===== src/rtl/batr_pkg.sv =====
package batr_pkg;

  localparam int unsigned CAP_W     = 16;
  localparam int unsigned LEN_W     = 9;
  localparam int unsigned TEXT_W    = 8;
  localparam int unsigned PCT_W     = 7;
  localparam int unsigned DIV_STEPS = 7;

  localparam logic [CAP_W-1:0]  CAP_RESET    = 16'd128;
  localparam logic [TEXT_W-1:0] TEXT_MAX_LEN = 8'd255;
  localparam logic [LEN_W-1:0]  WORD_BYTES   = 9'd4;
  localparam logic [PCT_W-1:0]  PCT_FULL     = 7'd100;

  localparam logic [2:0] KIND_QUERY = 3'd0;
  localparam logic [2:0] KIND_TEXT  = 3'd1;
  localparam logic [2:0] KIND_WORD  = 3'd2;
  localparam logic [2:0] KIND_FREE  = 3'd3;
  localparam logic [2:0] KIND_GROW  = 3'd4;

  localparam logic [2:0] ST_OK       = 3'd0;
  localparam logic [2:0] ST_FULL     = 3'd1;
  localparam logic [2:0] ST_EMPTY    = 3'd2;
  localparam logic [2:0] ST_NOSPACE  = 3'd3;
  localparam logic [2:0] ST_NONE     = 3'd4;
  localparam logic [2:0] ST_BADIDX   = 3'd5;
  localparam logic [2:0] ST_FREED    = 3'd6;
  localparam logic [2:0] ST_GROW_REJ = 3'd7;

  typedef struct packed {
    logic load;
    logic exec;
    logic rd_idx;
    logic get_end;
    logic scan;
    logic apply;
    logic mul;
    logic div;
    logic finish;
  } batr_cmd_t;

  typedef struct packed {
    logic free_go;
    logic scan_done;
    logic div_last;
  } batr_sts_t;

endpackage


===== src/rtl/batr_ram.sv =====
module batr_ram #(
  parameter int unsigned WIDTH = 8,
  parameter int unsigned DEPTH = 64
) (
  input  logic                           clk,
  input  logic                           we,
  input  logic [$clog2(DEPTH)-1:0]       waddr,
  input  logic [WIDTH-1:0]               wdata,
  input  logic [$clog2(DEPTH)-1:0]       raddr,
  output logic [WIDTH-1:0]               rdata
);

  logic [WIDTH-1:0] mem [DEPTH];

  always_ff @(posedge clk) begin
    if (we) begin
      mem[waddr] <= wdata;
    end
    rdata <= mem[raddr];
  end

endmodule


===== src/rtl/batr_dp.sv =====
module batr_dp import batr_pkg::*; #(
  parameter int unsigned SLOT_COUNT = 64
) (
  input  logic              clk,
  input  logic              rst_n,
  input  batr_cmd_t         cmd,
  output batr_sts_t         sts,
  input  logic              cfg_we,
  input  logic [CAP_W-1:0]  cfg_data,
  input  logic [2:0]        in_kind,
  input  logic [TEXT_W-1:0] in_text_length,
  input  logic [5:0]        in_slot_index,
  input  logic [CAP_W-1:0]  in_new_capacity,
  output logic              out_strobe,
  output logic [2:0]        out_status,
  output logic [5:0]        out_assigned_slot,
  output logic [CAP_W-1:0]  out_assigned_offset,
  output logic              out_tail_reclaimed,
  output logic [CAP_W-1:0]  out_cursor_now,
  output logic [CAP_W-1:0]  out_capacity_now,
  output logic [PCT_W-1:0]  out_free_percent
);

  localparam int unsigned SLOT_W = $clog2(SLOT_COUNT);
  localparam int unsigned USED_W = $clog2(SLOT_COUNT + 1);
  localparam int unsigned CMP_W  = (USED_W > 6) ? USED_W : 6;
  localparam int unsigned ENT_W  = CAP_W + LEN_W;
  localparam int unsigned NUM_W  = CAP_W + PCT_W;

  logic [2:0]              kind_r;
  logic [TEXT_W-1:0]       tlen_r;
  logic [5:0]              idx_r;
  logic [CAP_W-1:0]        ncap_r;
  logic [CAP_W-1:0]        cap_r;
  logic [CAP_W-1:0]        cursor_r;
  logic [USED_W-1:0]       used_r;
  logic [USED_W-1:0]       act_cnt_r;
  logic [SLOT_COUNT-1:0]   active_r;
  logic [2:0]              status_r;
  logic [SLOT_W-1:0]       slot_r;
  logic [CAP_W-1:0]        offset_r;
  logic                    recl_r;
  logic [CAP_W:0]          end_r;
  logic                    after_r;
  logic [CAP_W:0]          top_r;
  logic [USED_W-1:0]       scan_i_r;
  logic                    proc_v_r;
  logic [SLOT_W-1:0]       proc_i_r;
  logic [CAP_W-1:0]        rem_r;
  logic [PCT_W-1:0]        lo_r;
  logic [PCT_W-1:0]        quo_r;
  logic [2:0]              div_cnt_r;
  logic                    strobe_r;
  logic [2:0]              ostatus_r;
  logic [5:0]              oslot_r;
  logic [CAP_W-1:0]        ooffset_r;
  logic                    orecl_r;
  logic [CAP_W-1:0]        ocursor_r;
  logic [CAP_W-1:0]        ocap_r;
  logic [PCT_W-1:0]        opct_r;

  logic [SLOT_W-1:0]       idx_slot;
  logic [SLOT_W-1:0]       used_slot;
  logic [TEXT_W-1:0]       tlen_sat;
  logic [LEN_W-1:0]        need;
  logic [CAP_W:0]          alloc_sum;
  logic [2:0]              alloc_status;
  logic [2:0]              free_status;
  logic [2:0]              grow_status;
  logic [2:0]              dec_status;
  logic                    is_alloc;
  logic                    alloc_ok;
  logic                    ram_we;
  logic [SLOT_W-1:0]       raddr;
  logic [ENT_W-1:0]        rdata;
  logic [CAP_W-1:0]        rd_start;
  logic [LEN_W-1:0]        rd_len;
  logic [CAP_W:0]          rd_end;
  logic                    scan_issue;
  logic [NUM_W-1:0]        num;
  logic [CAP_W:0]          rem_sh;
  logic                    fits;
  logic [CAP_W:0]          rem_sub;
  logic [PCT_W-1:0]        pct;

  assign idx_slot  = SLOT_W'(idx_r);
  assign used_slot = used_r[SLOT_W-1:0];
  assign tlen_sat  = (tlen_r > TEXT_MAX_LEN) ? TEXT_MAX_LEN : tlen_r;
  assign is_alloc  = (kind_r == KIND_TEXT) || (kind_r == KIND_WORD);

  always_comb begin
    if (kind_r == KIND_TEXT) begin
      need = (tlen_sat == '0) ? '0 : LEN_W'(tlen_sat) + LEN_W'(1);
    end else begin
      need = WORD_BYTES;
    end
  end

  assign alloc_sum = {1'b0, cursor_r} + (CAP_W + 1)'(need);

  always_comb begin
    if (used_r >= USED_W'(SLOT_COUNT)) begin
      alloc_status = ST_FULL;
    end else if (need == '0) begin
      alloc_status = ST_EMPTY;
    end else if (alloc_sum > {1'b0, cap_r}) begin
      alloc_status = ST_NOSPACE;
    end else begin
      alloc_status = ST_OK;
    end
  end

  always_comb begin
    if (act_cnt_r == '0) begin
      free_status = ST_NONE;
    end else if (CMP_W'(idx_r) >= CMP_W'(used_r)) begin
      free_status = ST_BADIDX;
    end else if (!active_r[idx_slot]) begin
      free_status = ST_FREED;
    end else begin
      free_status = ST_OK;
    end
  end

  assign grow_status = ((ncap_r == '0) || (ncap_r <= cap_r)) ? ST_GROW_REJ : ST_OK;

  always_comb begin
    case (kind_r)
      KIND_TEXT: dec_status = alloc_status;
      KIND_WORD: dec_status = alloc_status;
      KIND_FREE: dec_status = free_status;
      KIND_GROW: dec_status = grow_status;
      default:   dec_status = ST_OK;
    endcase
  end

  assign alloc_ok      = is_alloc && (alloc_status == ST_OK);
  assign ram_we        = cmd.exec && alloc_ok;
  assign sts.free_go   = (kind_r == KIND_FREE) && (free_status == ST_OK);

  assign raddr      = cmd.rd_idx ? idx_slot : scan_i_r[SLOT_W-1:0];
  assign rd_start   = rdata[ENT_W-1:LEN_W];
  assign rd_len     = rdata[LEN_W-1:0];
  assign rd_end     = {1'b0, rd_start} + (CAP_W + 1)'(rd_len);
  assign scan_issue = scan_i_r < used_r;

  assign sts.scan_done = !scan_issue && !proc_v_r;
  assign sts.div_last  = div_cnt_r == 3'(DIV_STEPS - 1);

  assign num = (NUM_W'(cursor_r) << 6) + (NUM_W'(cursor_r) << 5) + (NUM_W'(cursor_r) << 2);

  assign rem_sh  = {rem_r, lo_r[PCT_W-1]};
  assign fits    = rem_sh >= {1'b0, cap_r};
  assign rem_sub = rem_sh - {1'b0, cap_r};

  assign pct = ((cap_r == '0) || (quo_r >= PCT_FULL)) ? '0 : PCT_FULL - quo_r;

  batr_ram #(
    .WIDTH(ENT_W),
    .DEPTH(SLOT_COUNT)
  ) u_slot_ram (
    .clk  (clk),
    .we   (ram_we),
    .waddr(used_slot),
    .wdata({cursor_r, need}),
    .raddr(raddr),
    .rdata(rdata)
  );

  always_ff @(posedge clk) begin
    if (!rst_n) begin
      cap_r     <= CAP_RESET;
      cursor_r  <= '0;
      used_r    <= '0;
      act_cnt_r <= '0;
      active_r  <= '0;
      strobe_r  <= 1'b0;
    end else begin
      strobe_r <= cmd.finish;
      if (cfg_we) begin
        cap_r     <= cfg_data;
        cursor_r  <= '0;
        used_r    <= '0;
        act_cnt_r <= '0;
        active_r  <= '0;
      end else begin
        if (cmd.exec && alloc_ok) begin
          active_r[used_slot] <= 1'b1;
          used_r              <= used_r + USED_W'(1);
          act_cnt_r           <= act_cnt_r + USED_W'(1);
          cursor_r            <= alloc_sum[CAP_W-1:0];
        end
        if (cmd.exec && (kind_r == KIND_GROW) && (grow_status == ST_OK)) begin
          cap_r <= ncap_r;
        end
        if (cmd.apply) begin
          active_r[idx_slot] <= 1'b0;
          act_cnt_r          <= act_cnt_r - USED_W'(1);
          if (!after_r) begin
            cursor_r <= top_r[CAP_W-1:0];
          end
        end
      end
    end
  end

  always_ff @(posedge clk) begin
    if (cmd.load) begin
      kind_r <= in_kind;
      tlen_r <= in_text_length;
      idx_r  <= in_slot_index;
      ncap_r <= in_new_capacity;
    end
    if (cmd.exec) begin
      status_r <= dec_status;
      slot_r   <= alloc_ok ? used_slot : '0;
      offset_r <= alloc_ok ? cursor_r : '0;
      recl_r   <= 1'b0;
    end
    if (cmd.get_end) begin
      end_r    <= rd_end;
      after_r  <= 1'b0;
      top_r    <= '0;
      scan_i_r <= '0;
      proc_v_r <= 1'b0;
    end
    if (cmd.scan) begin
      if (scan_issue) begin
        scan_i_r <= scan_i_r + USED_W'(1);
      end
      proc_v_r <= scan_issue;
      proc_i_r <= raddr;
      if (proc_v_r && (proc_i_r != idx_slot) && active_r[proc_i_r]) begin
        if ({1'b0, rd_start} >= end_r) begin
          after_r <= 1'b1;
        end
        if (rd_end > top_r) begin
          top_r <= rd_end;
        end
      end
    end
    if (cmd.apply) begin
      recl_r <= !after_r;
    end
    if (cmd.mul) begin
      rem_r     <= num[NUM_W-1:PCT_W];
      lo_r      <= num[PCT_W-1:0];
      quo_r     <= '0;
      div_cnt_r <= '0;
    end
    if (cmd.div) begin
      rem_r     <= fits ? rem_sub[CAP_W-1:0] : rem_sh[CAP_W-1:0];
      lo_r      <= {lo_r[PCT_W-2:0], 1'b0};
      quo_r     <= {quo_r[PCT_W-2:0], fits};
      div_cnt_r <= div_cnt_r + 3'd1;
    end
    if (cmd.finish) begin
      ostatus_r <= status_r;
      oslot_r   <= 6'(slot_r);
      ooffset_r <= offset_r;
      orecl_r   <= recl_r;
      ocursor_r <= cursor_r;
      ocap_r    <= cap_r;
      opct_r    <= pct;
    end
  end

  assign out_strobe          = strobe_r;
  assign out_status          = ostatus_r;
  assign out_assigned_slot   = oslot_r;
  assign out_assigned_offset = ooffset_r;
  assign out_tail_reclaimed  = orecl_r;
  assign out_cursor_now      = ocursor_r;
  assign out_capacity_now    = ocap_r;
  assign out_free_percent    = opct_r;

endmodule


===== src/rtl/batr_ctrl.sv =====
module batr_ctrl import batr_pkg::*; (
  input  logic      clk,
  input  logic      rst_n,
  input  logic      start,
  input  batr_sts_t sts,
  output batr_cmd_t cmd,
  output logic      idle
);

  localparam logic [3:0] S_IDLE   = 4'd0;
  localparam logic [3:0] S_DECIDE = 4'd1;
  localparam logic [3:0] S_RDIDX  = 4'd2;
  localparam logic [3:0] S_END    = 4'd3;
  localparam logic [3:0] S_SCAN   = 4'd4;
  localparam logic [3:0] S_APPLY  = 4'd5;
  localparam logic [3:0] S_MUL    = 4'd6;
  localparam logic [3:0] S_DIV    = 4'd7;
  localparam logic [3:0] S_DONE   = 4'd8;

  logic [3:0] state_r;
  logic [3:0] state_nxt;

  always_comb begin
    state_nxt = state_r;
    cmd       = '0;
    case (state_r)
      S_IDLE: begin
        if (start) begin
          cmd.load  = 1'b1;
          state_nxt = S_DECIDE;
        end
      end
      S_DECIDE: begin
        cmd.exec  = 1'b1;
        state_nxt = sts.free_go ? S_RDIDX : S_MUL;
      end
      S_RDIDX: begin
        cmd.rd_idx = 1'b1;
        state_nxt  = S_END;
      end
      S_END: begin
        cmd.get_end = 1'b1;
        state_nxt   = S_SCAN;
      end
      S_SCAN: begin
        cmd.scan = 1'b1;
        if (sts.scan_done) begin
          state_nxt = S_APPLY;
        end
      end
      S_APPLY: begin
        cmd.apply = 1'b1;
        state_nxt = S_MUL;
      end
      S_MUL: begin
        cmd.mul   = 1'b1;
        state_nxt = S_DIV;
      end
      S_DIV: begin
        cmd.div = 1'b1;
        if (sts.div_last) begin
          state_nxt = S_DONE;
        end
      end
      S_DONE: begin
        cmd.finish = 1'b1;
        state_nxt  = S_IDLE;
      end
      default: begin
        state_nxt = S_IDLE;
      end
    endcase
  end

  always_ff @(posedge clk) begin
    if (!rst_n) begin
      state_r <= S_IDLE;
    end else begin
      state_r <= state_nxt;
    end
  end

  assign idle = state_r == S_IDLE;

endmodule


===== src/rtl/bump_allocator_tail_reclaim_unit.sv =====
// Channel   Handshake                     Payload
// input     start & !busy                 in_kind, in_text_length, in_slot_index,
//                                         in_new_capacity
// result    out_strobe, one cycle         out_status, out_assigned_slot,
//                                         out_assigned_offset, out_tail_reclaimed,
//                                         out_cursor_now, out_capacity_now,
//                                         out_free_percent
// config    cfg_valid & cfg_ready         cfg_data
//
// Query, allocate, grow and a rejected free go through decide and the divider.
// A free that passes its checks also scans the slot table first: one read of the
// slot table per used slot, then a 7-step shift-subtract divider for the free percentage.
// Synchronous active-low reset; capacity comes up at 128 with no slots used.
// The result strobe cannot be held off; busy and cfg_ready hold a new
// transaction off while one is in progress.
module bump_allocator_tail_reclaim_unit import batr_pkg::*; #(
  parameter int unsigned SLOT_COUNT = 64
) (
  input  logic              clk,
  input  logic              rst_n,
  input  logic              start,
  output logic              busy,
  input  logic [2:0]        in_kind,
  input  logic [TEXT_W-1:0] in_text_length,
  input  logic [5:0]        in_slot_index,
  input  logic [CAP_W-1:0]  in_new_capacity,
  output logic              out_strobe,
  output logic [2:0]        out_status,
  output logic [5:0]        out_assigned_slot,
  output logic [CAP_W-1:0]  out_assigned_offset,
  output logic              out_tail_reclaimed,
  output logic [CAP_W-1:0]  out_cursor_now,
  output logic [CAP_W-1:0]  out_capacity_now,
  output logic [PCT_W-1:0]  out_free_percent,
  input  logic              cfg_valid,
  output logic              cfg_ready,
  input  logic [CAP_W-1:0]  cfg_data
);

  batr_cmd_t cmd;
  batr_sts_t sts;
  logic      idle;

  assign busy      = !idle;
  assign cfg_ready = idle;

  batr_ctrl u_ctrl (
    .clk  (clk),
    .rst_n(rst_n),
    .start(start),
    .sts  (sts),
    .cmd  (cmd),
    .idle (idle)
  );

  batr_dp #(
    .SLOT_COUNT(SLOT_COUNT)
  ) u_dp (
    .clk                (clk),
    .rst_n              (rst_n),
    .cmd                (cmd),
    .sts                (sts),
    .cfg_we             (cfg_valid && cfg_ready),
    .cfg_data           (cfg_data),
    .in_kind            (in_kind),
    .in_text_length     (in_text_length),
    .in_slot_index      (in_slot_index),
    .in_new_capacity    (in_new_capacity),
    .out_strobe         (out_strobe),
    .out_status         (out_status),
    .out_assigned_slot  (out_assigned_slot),
    .out_assigned_offset(out_assigned_offset),
    .out_tail_reclaimed (out_tail_reclaimed),
    .out_cursor_now     (out_cursor_now),
    .out_capacity_now   (out_capacity_now),
    .out_free_percent   (out_free_percent)
  );

endmodule

===== config.mk =====
export PLATFORM = sky130hd
export DESIGN_NAME = bump_allocator_tail_reclaim_unit
export DESIGN_NICKNAME = d
export VERILOG_FILES = /design/src/rtl/batr_pkg.sv /design/src/rtl/batr_ram.sv /design/src/rtl/batr_dp.sv /design/src/rtl/batr_ctrl.sv /design/src/rtl/bump_allocator_tail_reclaim_unit.sv
export SDC_FILE = /design/constraint.sdc
export NUM_CORES = 2
export LEC_CHECK = 0
export BUFFER_PORTS_ARGS = -buffer_cell sky130_fd_sc_hd__buf_2
export CORE_ASPECT_RATIO = 2
export CORE_UTILIZATION = 25
export CTS_CLUSTER_SIZE = 8
export DETAILED_ROUTE_END_ITERATION = 7
export GPL_ROUTABILITY_DRIVEN = 0
export PLACE_DENSITY = 0.42
export SLEW_MARGIN = 20
export SYNTH_ARGS = -nofsm -noshare
export SYNTH_HDL_FRONTEND = slang
export SYNTH_HIERARCHICAL = 1
export SYNTH_SLANG_ARGS = --single-unit

===== constraint.sdc =====
create_clock -name clk -period 20.7 [get_ports clk]
set_input_delay 1.035 -clock clk [delete_from_list [all_inputs] [get_ports clk]]
set_output_delay 1.035 -clock clk [all_outputs]
set_load 0.01 [all_outputs]

Yosys cells after proc, flatten, opt, wreduce, memory -nomap -nowiden
Memories as Yosys holds them, arrays and structs flattened. A register that Yosys moved wholly into a read port is not among the register bits. Index checks and enable logic that the tools add are counted.

$mul: 0. Equal/unequal tests: 17. Add/subtract/negate cells: 12. Reduce and logical (&&, ||, !) cells: 35. Bitwise operators: 4. Divide/modulo/power cells: 0. Shift operators: 0. Order comparisons: 15. Multiplexer cells: 72.

Operator list (number): $mux W64 (4); $mux W16 (8); $mux W17 (4); $and A64 B64 Y64 (1); $not A64 Y64 (1); $or A64 B64 Y64 (1); $mux W7 (9); $add A16 B9 Y17 (2); $logic_not A16 Y1 (2); $pmux W4 S8 (1); $mux W3 (9); $mux W1 (24); $add A22 B21 Y23 (1); $add A23 B18 Y23 (1); $add A7 B1 Y7 const B (3); $lt A6 B7 Y1 const B (3); $mux W9 (2); $ge A16 B17 Y1 (1); $ge A17 B16 Y1 (1); $gt A17 B16 Y1 (1); $gt A17 B17 Y1 (1); $eq A4 B3 Y1 const B (4); $le A16 B16 Y1 (1); $sub A16 B16 Y16 (1); 36 further kinds (69).

Word-level logic and storage cells: 189. Memory bits (read-only): 0. Bits in latches: 0. Register bits: 321. Output and inout bits: 68. Memories: 1. Memory bits (writable): 1600.

Memories: u_dp.u_slot_ram.mem (words 64, bits a word 25, rd ports 1, clocked after memory_dff 1, wr ports 1, line batr_ram.sv:13) `logic [WIDTH-1:0] mem [DEPTH];`.

Logic depth before layout (Yosys ltp)
Word-level depth: 18. Gate-level depth with buffers: 28. Mapped depth without buffers: 25.

Cells and area by module
The synthesis kept the hierarchy.

By module, submodules not included: batr_ram (times used 1, area each 62497.4 um^2, cells each 2850, sequential area each 48546.6 um^2); batr_dp (times used 1, area each 18245.0 um^2, cells each 1741, sequential area each 8097.8 um^2); batr_ctrl (times used 1, area each 297.8 um^2, cells each 42, sequential area each 80.1 um^2); bump_allocator_tail_reclaim_unit (times used 1, area each 10.0 um^2, cells each 2, sequential area each 0.0 um^2).

Worst setup path before layout
OpenSTA, ideal clock, no wires.

Path type: flip-flop to flip-flop. Start point: reg u_dp.tlen_r[0]. End point: mem u_dp/u_slot_ram/mem[48][0] in the netlist's numbering, enable pin. Period minus slack after synthesis: 8.746 ns. Setup slack: 11.954 ns. Stages on the path, launching flop included: 27. Data required time: 20.262 ns. Arrival time: 8.308 ns. Setup time: 0.438 ns. Buffers on the path: 3. Cell sequence: edfxtp_1 > inv_1 > ha_1 > nor4b_1 > nand2_1 > nand2_1 > nor2_1 > ha_1 > fa_1 > a21o_1 > a21oi_1 > o21ai_1 > a22oi_1 > or2_2 > xnor2_1 > ha_1 > and4_1 > nand3_1 > a31oi_1 > o41a_1 > or4_1 > buf_2 > inv_2 > buf_4 > buf_2 > nand4b_1 > nor3_1.

Word-level cells in the longest chain between the ends: 15. Elaborated cells on any way between the ends: 17.

Ends and longest elaborated chain: start: declaration (line batr_dp.sv:31) `logic [TEXT_W-1:0] tlen_r;`; start signal: assignment (line batr_dp.sv:210) `tlen_r <= in_text_length;`; $gt A8 B8 Y1 (line batr_dp.sv:88) `assign tlen_sat = (tlen_r > TEXT_MAX_LEN) ? TEXT_MAX_LEN : tlen_r;`; $mux W8 (*) (line batr_dp.sv:88); $add A8 B1 Y9 / $logic_not A8 Y1 (equally long branches) (line batr_dp.sv:93) `need = (tlen_sat == '0) ? '0 : LEN_W'(tlen_sat) + LEN_W'(1);`; $mux W9 (*) (line batr_dp.sv:93); $mux W9 (*) (line batr_dp.sv:92) `if (kind_r == KIND_TEXT) begin`; via u_dp.need[0] (line batr_dp.sv:65) `logic [LEN_W-1:0] need;`; $add A16 B9 Y17 (line batr_dp.sv:99) `assign alloc_sum = {1'b0, cursor_r} + (CAP_W + 1)'(need);`; $gt A17 B16 Y1 (line batr_dp.sv:106) `end else if (alloc_sum > {1'b0, cap_r}) begin`; $mux W2 (line batr_dp.sv:106); $mux W3 (*) (line batr_dp.sv:104) `end else if (need == '0) begin`; $mux W3 (*) (line batr_dp.sv:102) `if (used_r >= USED_W'(SLOT_COUNT)) begin`; $logic_not A3 Y1 (*) (line batr_dp.sv:137) `assign alloc_ok = is_alloc && (alloc_status == ST_OK);`; $logic_and A1 B1 Y1 (*) (line batr_dp.sv:137); $logic_and A1 B1 Y1 (*) (line batr_dp.sv:138) `assign ram_we = cmd.exec && alloc_ok;`; via u_dp.ram_we (line batr_dp.sv:73) `logic ram_we;`; $mux W1 (*) (line batr_ram.sv:16) `if (we) begin`; $mux W1 (implied by the code) (*) (line batr_ram.sv:17) `mem[waddr] <= wdata;`; end: declaration (line batr_ram.sv:13).

Mark *: on every way through the listed nets, which the timed path passes. The rest lies on a longest branch.

Worst setup path in the final report
Start point: reg u_dp.tlen_r[0]. End point: mem u_dp/u_slot_ram/mem[6][24] in the netlist's numbering, enable pin.

Word-level cells in the longest chain between the ends: 15. Elaborated cells on any way between the ends: 17.

Ends and longest elaborated chain (line): $gt A8 B8 Y1 (batr_dp.sv:88); $mux W8 (*) (batr_dp.sv:88); $add A8 B1 Y9 / $logic_not A8 Y1 (equally long branches) (batr_dp.sv:93); $mux W9 (*) (batr_dp.sv:93); $mux W9 (*) (batr_dp.sv:92); via u_dp.need[0] (batr_dp.sv:65); $add A16 B9 Y17 (batr_dp.sv:99); $gt A17 B16 Y1 (batr_dp.sv:106); $mux W2 (batr_dp.sv:106); $mux W3 (*) (batr_dp.sv:104); $mux W3 (*) (batr_dp.sv:102); $logic_not A3 Y1 (*) (batr_dp.sv:137); $logic_and A1 B1 Y1 (*) (batr_dp.sv:137); $logic_and A1 B1 Y1 (*) (batr_dp.sv:138); $mux W1 (*) (batr_ram.sv:16); $mux W1 (implied by the code) (*) (batr_ram.sv:17).

Marks and branches as above.

==> flow_results.org <==
** Die
- I/O pin cnt :: 121
- CORE AREA :: 323000 um2
- From left edge to right edge, the die measures 405 um.
- Once the floorplan was initialized, standard cells occupied 25.1% of the core.
- Die ar. :: 327000 um2
- Number of placement rows :: 295
- The die is 807 um tall.

** Power
- Internal power contribution :: 8.09 mW
- In this run the static leakage power is 30.8 nW.
- Combinational power share :: 26.1%
- Share of power burned in registers :: 38.5%
- Switching share of total power :: 31.9%
- Part of the total power dissipated in the clock network :: 35.5%
- Worst ir drop on vdd :: 0.0000763 V
- Power, Total :: 11.9 mW
- Power spread over the standard cell area amounts to 125 nW/um2.
- The analysis attributes to net switching a power of 3.79 mW.

** Routing
- Residual DRC count :: 0
- Routed via count divided by cell count :: 4.74
- Wire length per cell :: 28.7 um
- The final route contains 44300 vias.
- The detailed router finished its first iteration with 3000 violations.
- First drt pass iteration count :: 7
- The count of nets left with antenna violations once routing finished came out at 0.
- Wire length reported by the detailed router :: 268 mm

** Synth
- For this run, the number of Yosys warnings is 6.
- Fraction of the mapped netlist area in compound gates :: 6.29%
- Count of cell types in the netlist :: 85
- Parity-gate share of the synthesized area counting xor and xnor cells :: 0.832%
- Ys flop type :: edfxtp_1
- Averaged over all synthesized cells, the footprint is 17.5 um2.
- By area, the combinational part of the netlist is dominated by multiplexers.
- After synthesis, the share of cell area in mux cells is 13.6%.
- After synthesis the cells add up to 81100 um2.
- Synthesized instance count :: 4635
- Counting flops with a built-in enable in the synthesized netlist gives 1779.
- Synthesis produced a netlist with a net count of 4852.
- Share of async-settable or async-resettable flops after synthesis :: 0%
- Sequential cells were found to cover 70.0% of the synthesized design area.
- Synthesis inferred 1944 register bits.
- Post-synthesis share of cell area spent on and, or, nand and nor gates :: 4.23%
- Of the total synthesized cell area, the portion taken by full adders, half adders and majority gates is 2.69%.

** CTS
- Post-CTS repair changed the size of 0 cells.
- The clock tree synthesis step divided the H-tree into 5 levels.
- CTS clk-pin slew, worst paths :: 50 ps
- Post-CTS setup buffer count :: 0
- Num CTS Buffers :: 285
- Number of hold buffers added after cts :: 0
- Max Buffers Root-to-Sink :: 4
- Clock Root Buffer :: clkbuf_16
- TritonCTS clock tree :: yes
- Insertion delay of the later-clocked pin in the worst-skew pair :: 860 ps
- CTS saw 1944 sinks.

** Cells and area
- Leaving out fill and tap cells, the most frequent cell in the layout is edfxtp_1.
- The multi-input combinational cells in the finished layout cover a total of 23000 um2.
- Post-layout instance area :: 95100 um2
- After the last flow step, the layout net total stands at 5158.
- Cells fill 29.5% of the core in the end.
- Flip-flop and latch area :: 56800 um2
- Compared with the post-synthesis result, the final layout area differs by 17.4%.
- Of the cells placed in the final design, the portion with a size suffix greater than 1 is 24.4%.
- In the layout the commonest cells are 1779 x edfxtp_1, 326 x mux4_2, 293 x clkbuf_16.
- The layout has 32000 filler cells.

** Timing
- Final setup vio count :: 0
- Setup repair after global routing left no endpoint under its margin.
- Setup total negative slack on the finished layout was measured at 0 ps.
- The final critical path takes up 40.8% of the cycle.
- Largest clock skew in the final design :: 78.2 ps
- Number of failing hold endpoints at the final stage :: 0
- Max Clk Rate :: 0.118 GHz
- Slew at the pin closest to its max-slew limit :: 1280 ps
- Shortest clock period the worst path allows after layout :: 8450 ps
- Worst slew margin :: 15.0%
- The count of pins over their slew limit came to 0.

** Critical path
- At the worst endpoint, the required time is 21150 ps.
- Cell at the slowest stage of the critical path :: nor2_4
- The worst register-to-register path begins at u_dp/tlen_r[0].
- The critical path is of the reg2reg type.
- STA classifies the critical path endpoint as a flip-flop.
- Critical path buffer and inverter count :: 4
- In this run the worst path has a maximum fanout of 26.
- For the worst setup path, the data arrival time is 8900 ps.
- The critical path starts at u_dp/tlen_r[0].
- The most numerous cell type found on the critical path is ha_1.
- In this design, the stage delay of the slowest critical-path cell is 710 ps.
- Among cell families on the critical path, the largest total delay comes from simple AND/OR/NAND/NOR gates.
- Nature of the critical path startpoint :: flip-flop

** Placement
- Post-DP Area :: 87400 um2
- Placed wire-length estimate after detailed placement :: 177 mm
- Buffers placed on the I/O ports in this run total 120.

** Min path
- Min-delay worst type :: in2reg
- Hold Path Origin :: in_slot_index[1]

** Global route
- The via count of the first global-routing pass is 47400.
- Grt ovf :: 0
- For this run, the total global-route usage over all layers was measured as 16.2%.
- Wire length of the first global-routing pass :: 374 mm
- Maximum number of pins on one net before global-route repair :: 117
- Number of antenna violations at the first check in global routing :: 15

** Run
- Max-cap violations :: 0

** Run status
- Result of the run :: finished, final reports clean
==> synthesized netlist by cell type (32+ instances only) <==
cell type | instances | area share (%)
inv_1 | 100 | 0.46
nand3_1 | 49 | 0.30
xnor2_1 | 47 | 0.51
nand2_1 | 118 | 0.55
mux4_2 | 326 | 9.1
a21o_1 | 50 | 0.46
edfxtp_1 | 1779 | 66
ha_1 | 147 | 2.3
buf_2 | 61 | 0.38
a211oi_1 | 81 | 0.75
nor2b_1 | 47 | 0.36
a31oi_1 | 72 | 0.56
a22oi_1 | 34 | 0.31
mux2_2 | 150 | 2.1
dfxtp_1 | 165 | 4.1
o211ai_1 | 40 | 0.37
nor3_1 | 72 | 0.44
o21ai_0 | 111 | 0.69
a21oi_1 | 94 | 0.58
nor2_1 | 197 | 0.91
and3_1 | 35 | 0.27
clkbuf_1 | 112 | 0.52
o22ai_1 | 101 | 0.78
mux2i_1 | 165 | 2.0
buf_6 | 32 | 0.44
==> state kept, by name (all words and copies together), names as in the netlist, 7 cells and up <==
register / flops
u_dp/act_cnt_r: 7
u_dp/active_r: 64
u_dp/cap_r: 16
u_dp/cursor_r: 16
u_dp/end_r: 17
u_dp/ncap_r: 16
u_dp/offset_r: 16
u_dp/out_assigned_offset: 16
u_dp/out_capacity_now: 16
u_dp/out_cursor_now: 16
u_dp/out_free_percent: 7
u_dp/quo_r: 7
u_dp/rem_r: 16
u_dp/scan_i_r: 7
u_dp/tlen_r: 8
u_dp/top_r: 17
u_dp/u_slot_ram/mem: 1600
u_dp/u_slot_ram/rdata: 25
u_dp/used_r: 7
==> power groups by stage <==
stage / clock [mW] / sequential [mW] / combinational [mW]
floorplan: 0 / 4.59 / 1.96
global placement: 0 / 4.65 / 3.14
detailed placement: 0 / 4.65 / 3.16
CTS: 4.34 / 4.57 / 3.17
global route: 4.46 / 4.58 / 3.26
finish: 4.21 / 4.57 / 3.10
==> path summary, 6_finish.rpt <==
check | slack [ps] | endpoint | depth (start not counted)
hold reg to reg | 410 | u_dp/out_assigned_offset[2] | 0
hold / removal | 380 | u_dp/idx_r[1] | 1
setup reg to reg | 12250 | u_dp/u_slot_ram/mem[6][24] | 26
setup / recovery | 12250 | u_dp/u_slot_ram/mem[6][24] | 26
==> through the flow <==
step                setup WS (ps)  std cells  hold slack, ps
CTS                         12210       9327             318
floorplan                   11950       4635             400
global placement            12250       8960             404
finish                      12250       9337             384
detailed placement          12220       8960             405
global route                11570       9328             351
==> logic make-up (layout without fill, tap and decap cells) <==
logic type / Yosys count / count (layout)
fa+ha+maj: 164 / 164
mux: 658 / 658
buf+inv: 361 / 747
xor+xnor: 77 / 77
compound gates: 748 / 748
other cells: 0 / 10
flops: 1944 / 1944
simple gates: 683 / 683
==> layer usage <==
metal	share of wire [%]	GRT usage, %	vias to the layer above
li1	-	-	19300
met1	33	15.6	23400
met2	58	33.0	1123
met3	3.4	1.86	435
met4	5.7	8.17	0
met5	0	0	-
==> area by class of cell <==
cell class | count | area share, %
antenna | 10 | 0.0263
inverter | 102 | 0.402
tap | 4306 | 5.66
timing repair buffer | 278 | 1.93
clock buffer | 350 | 7.93
multi-input combinational | 2330 | 24.2
sequential | 1944 | 59.7
clock inverter | 17 | 0.196
Note: power is estimated with default switching activity, not from simulation.
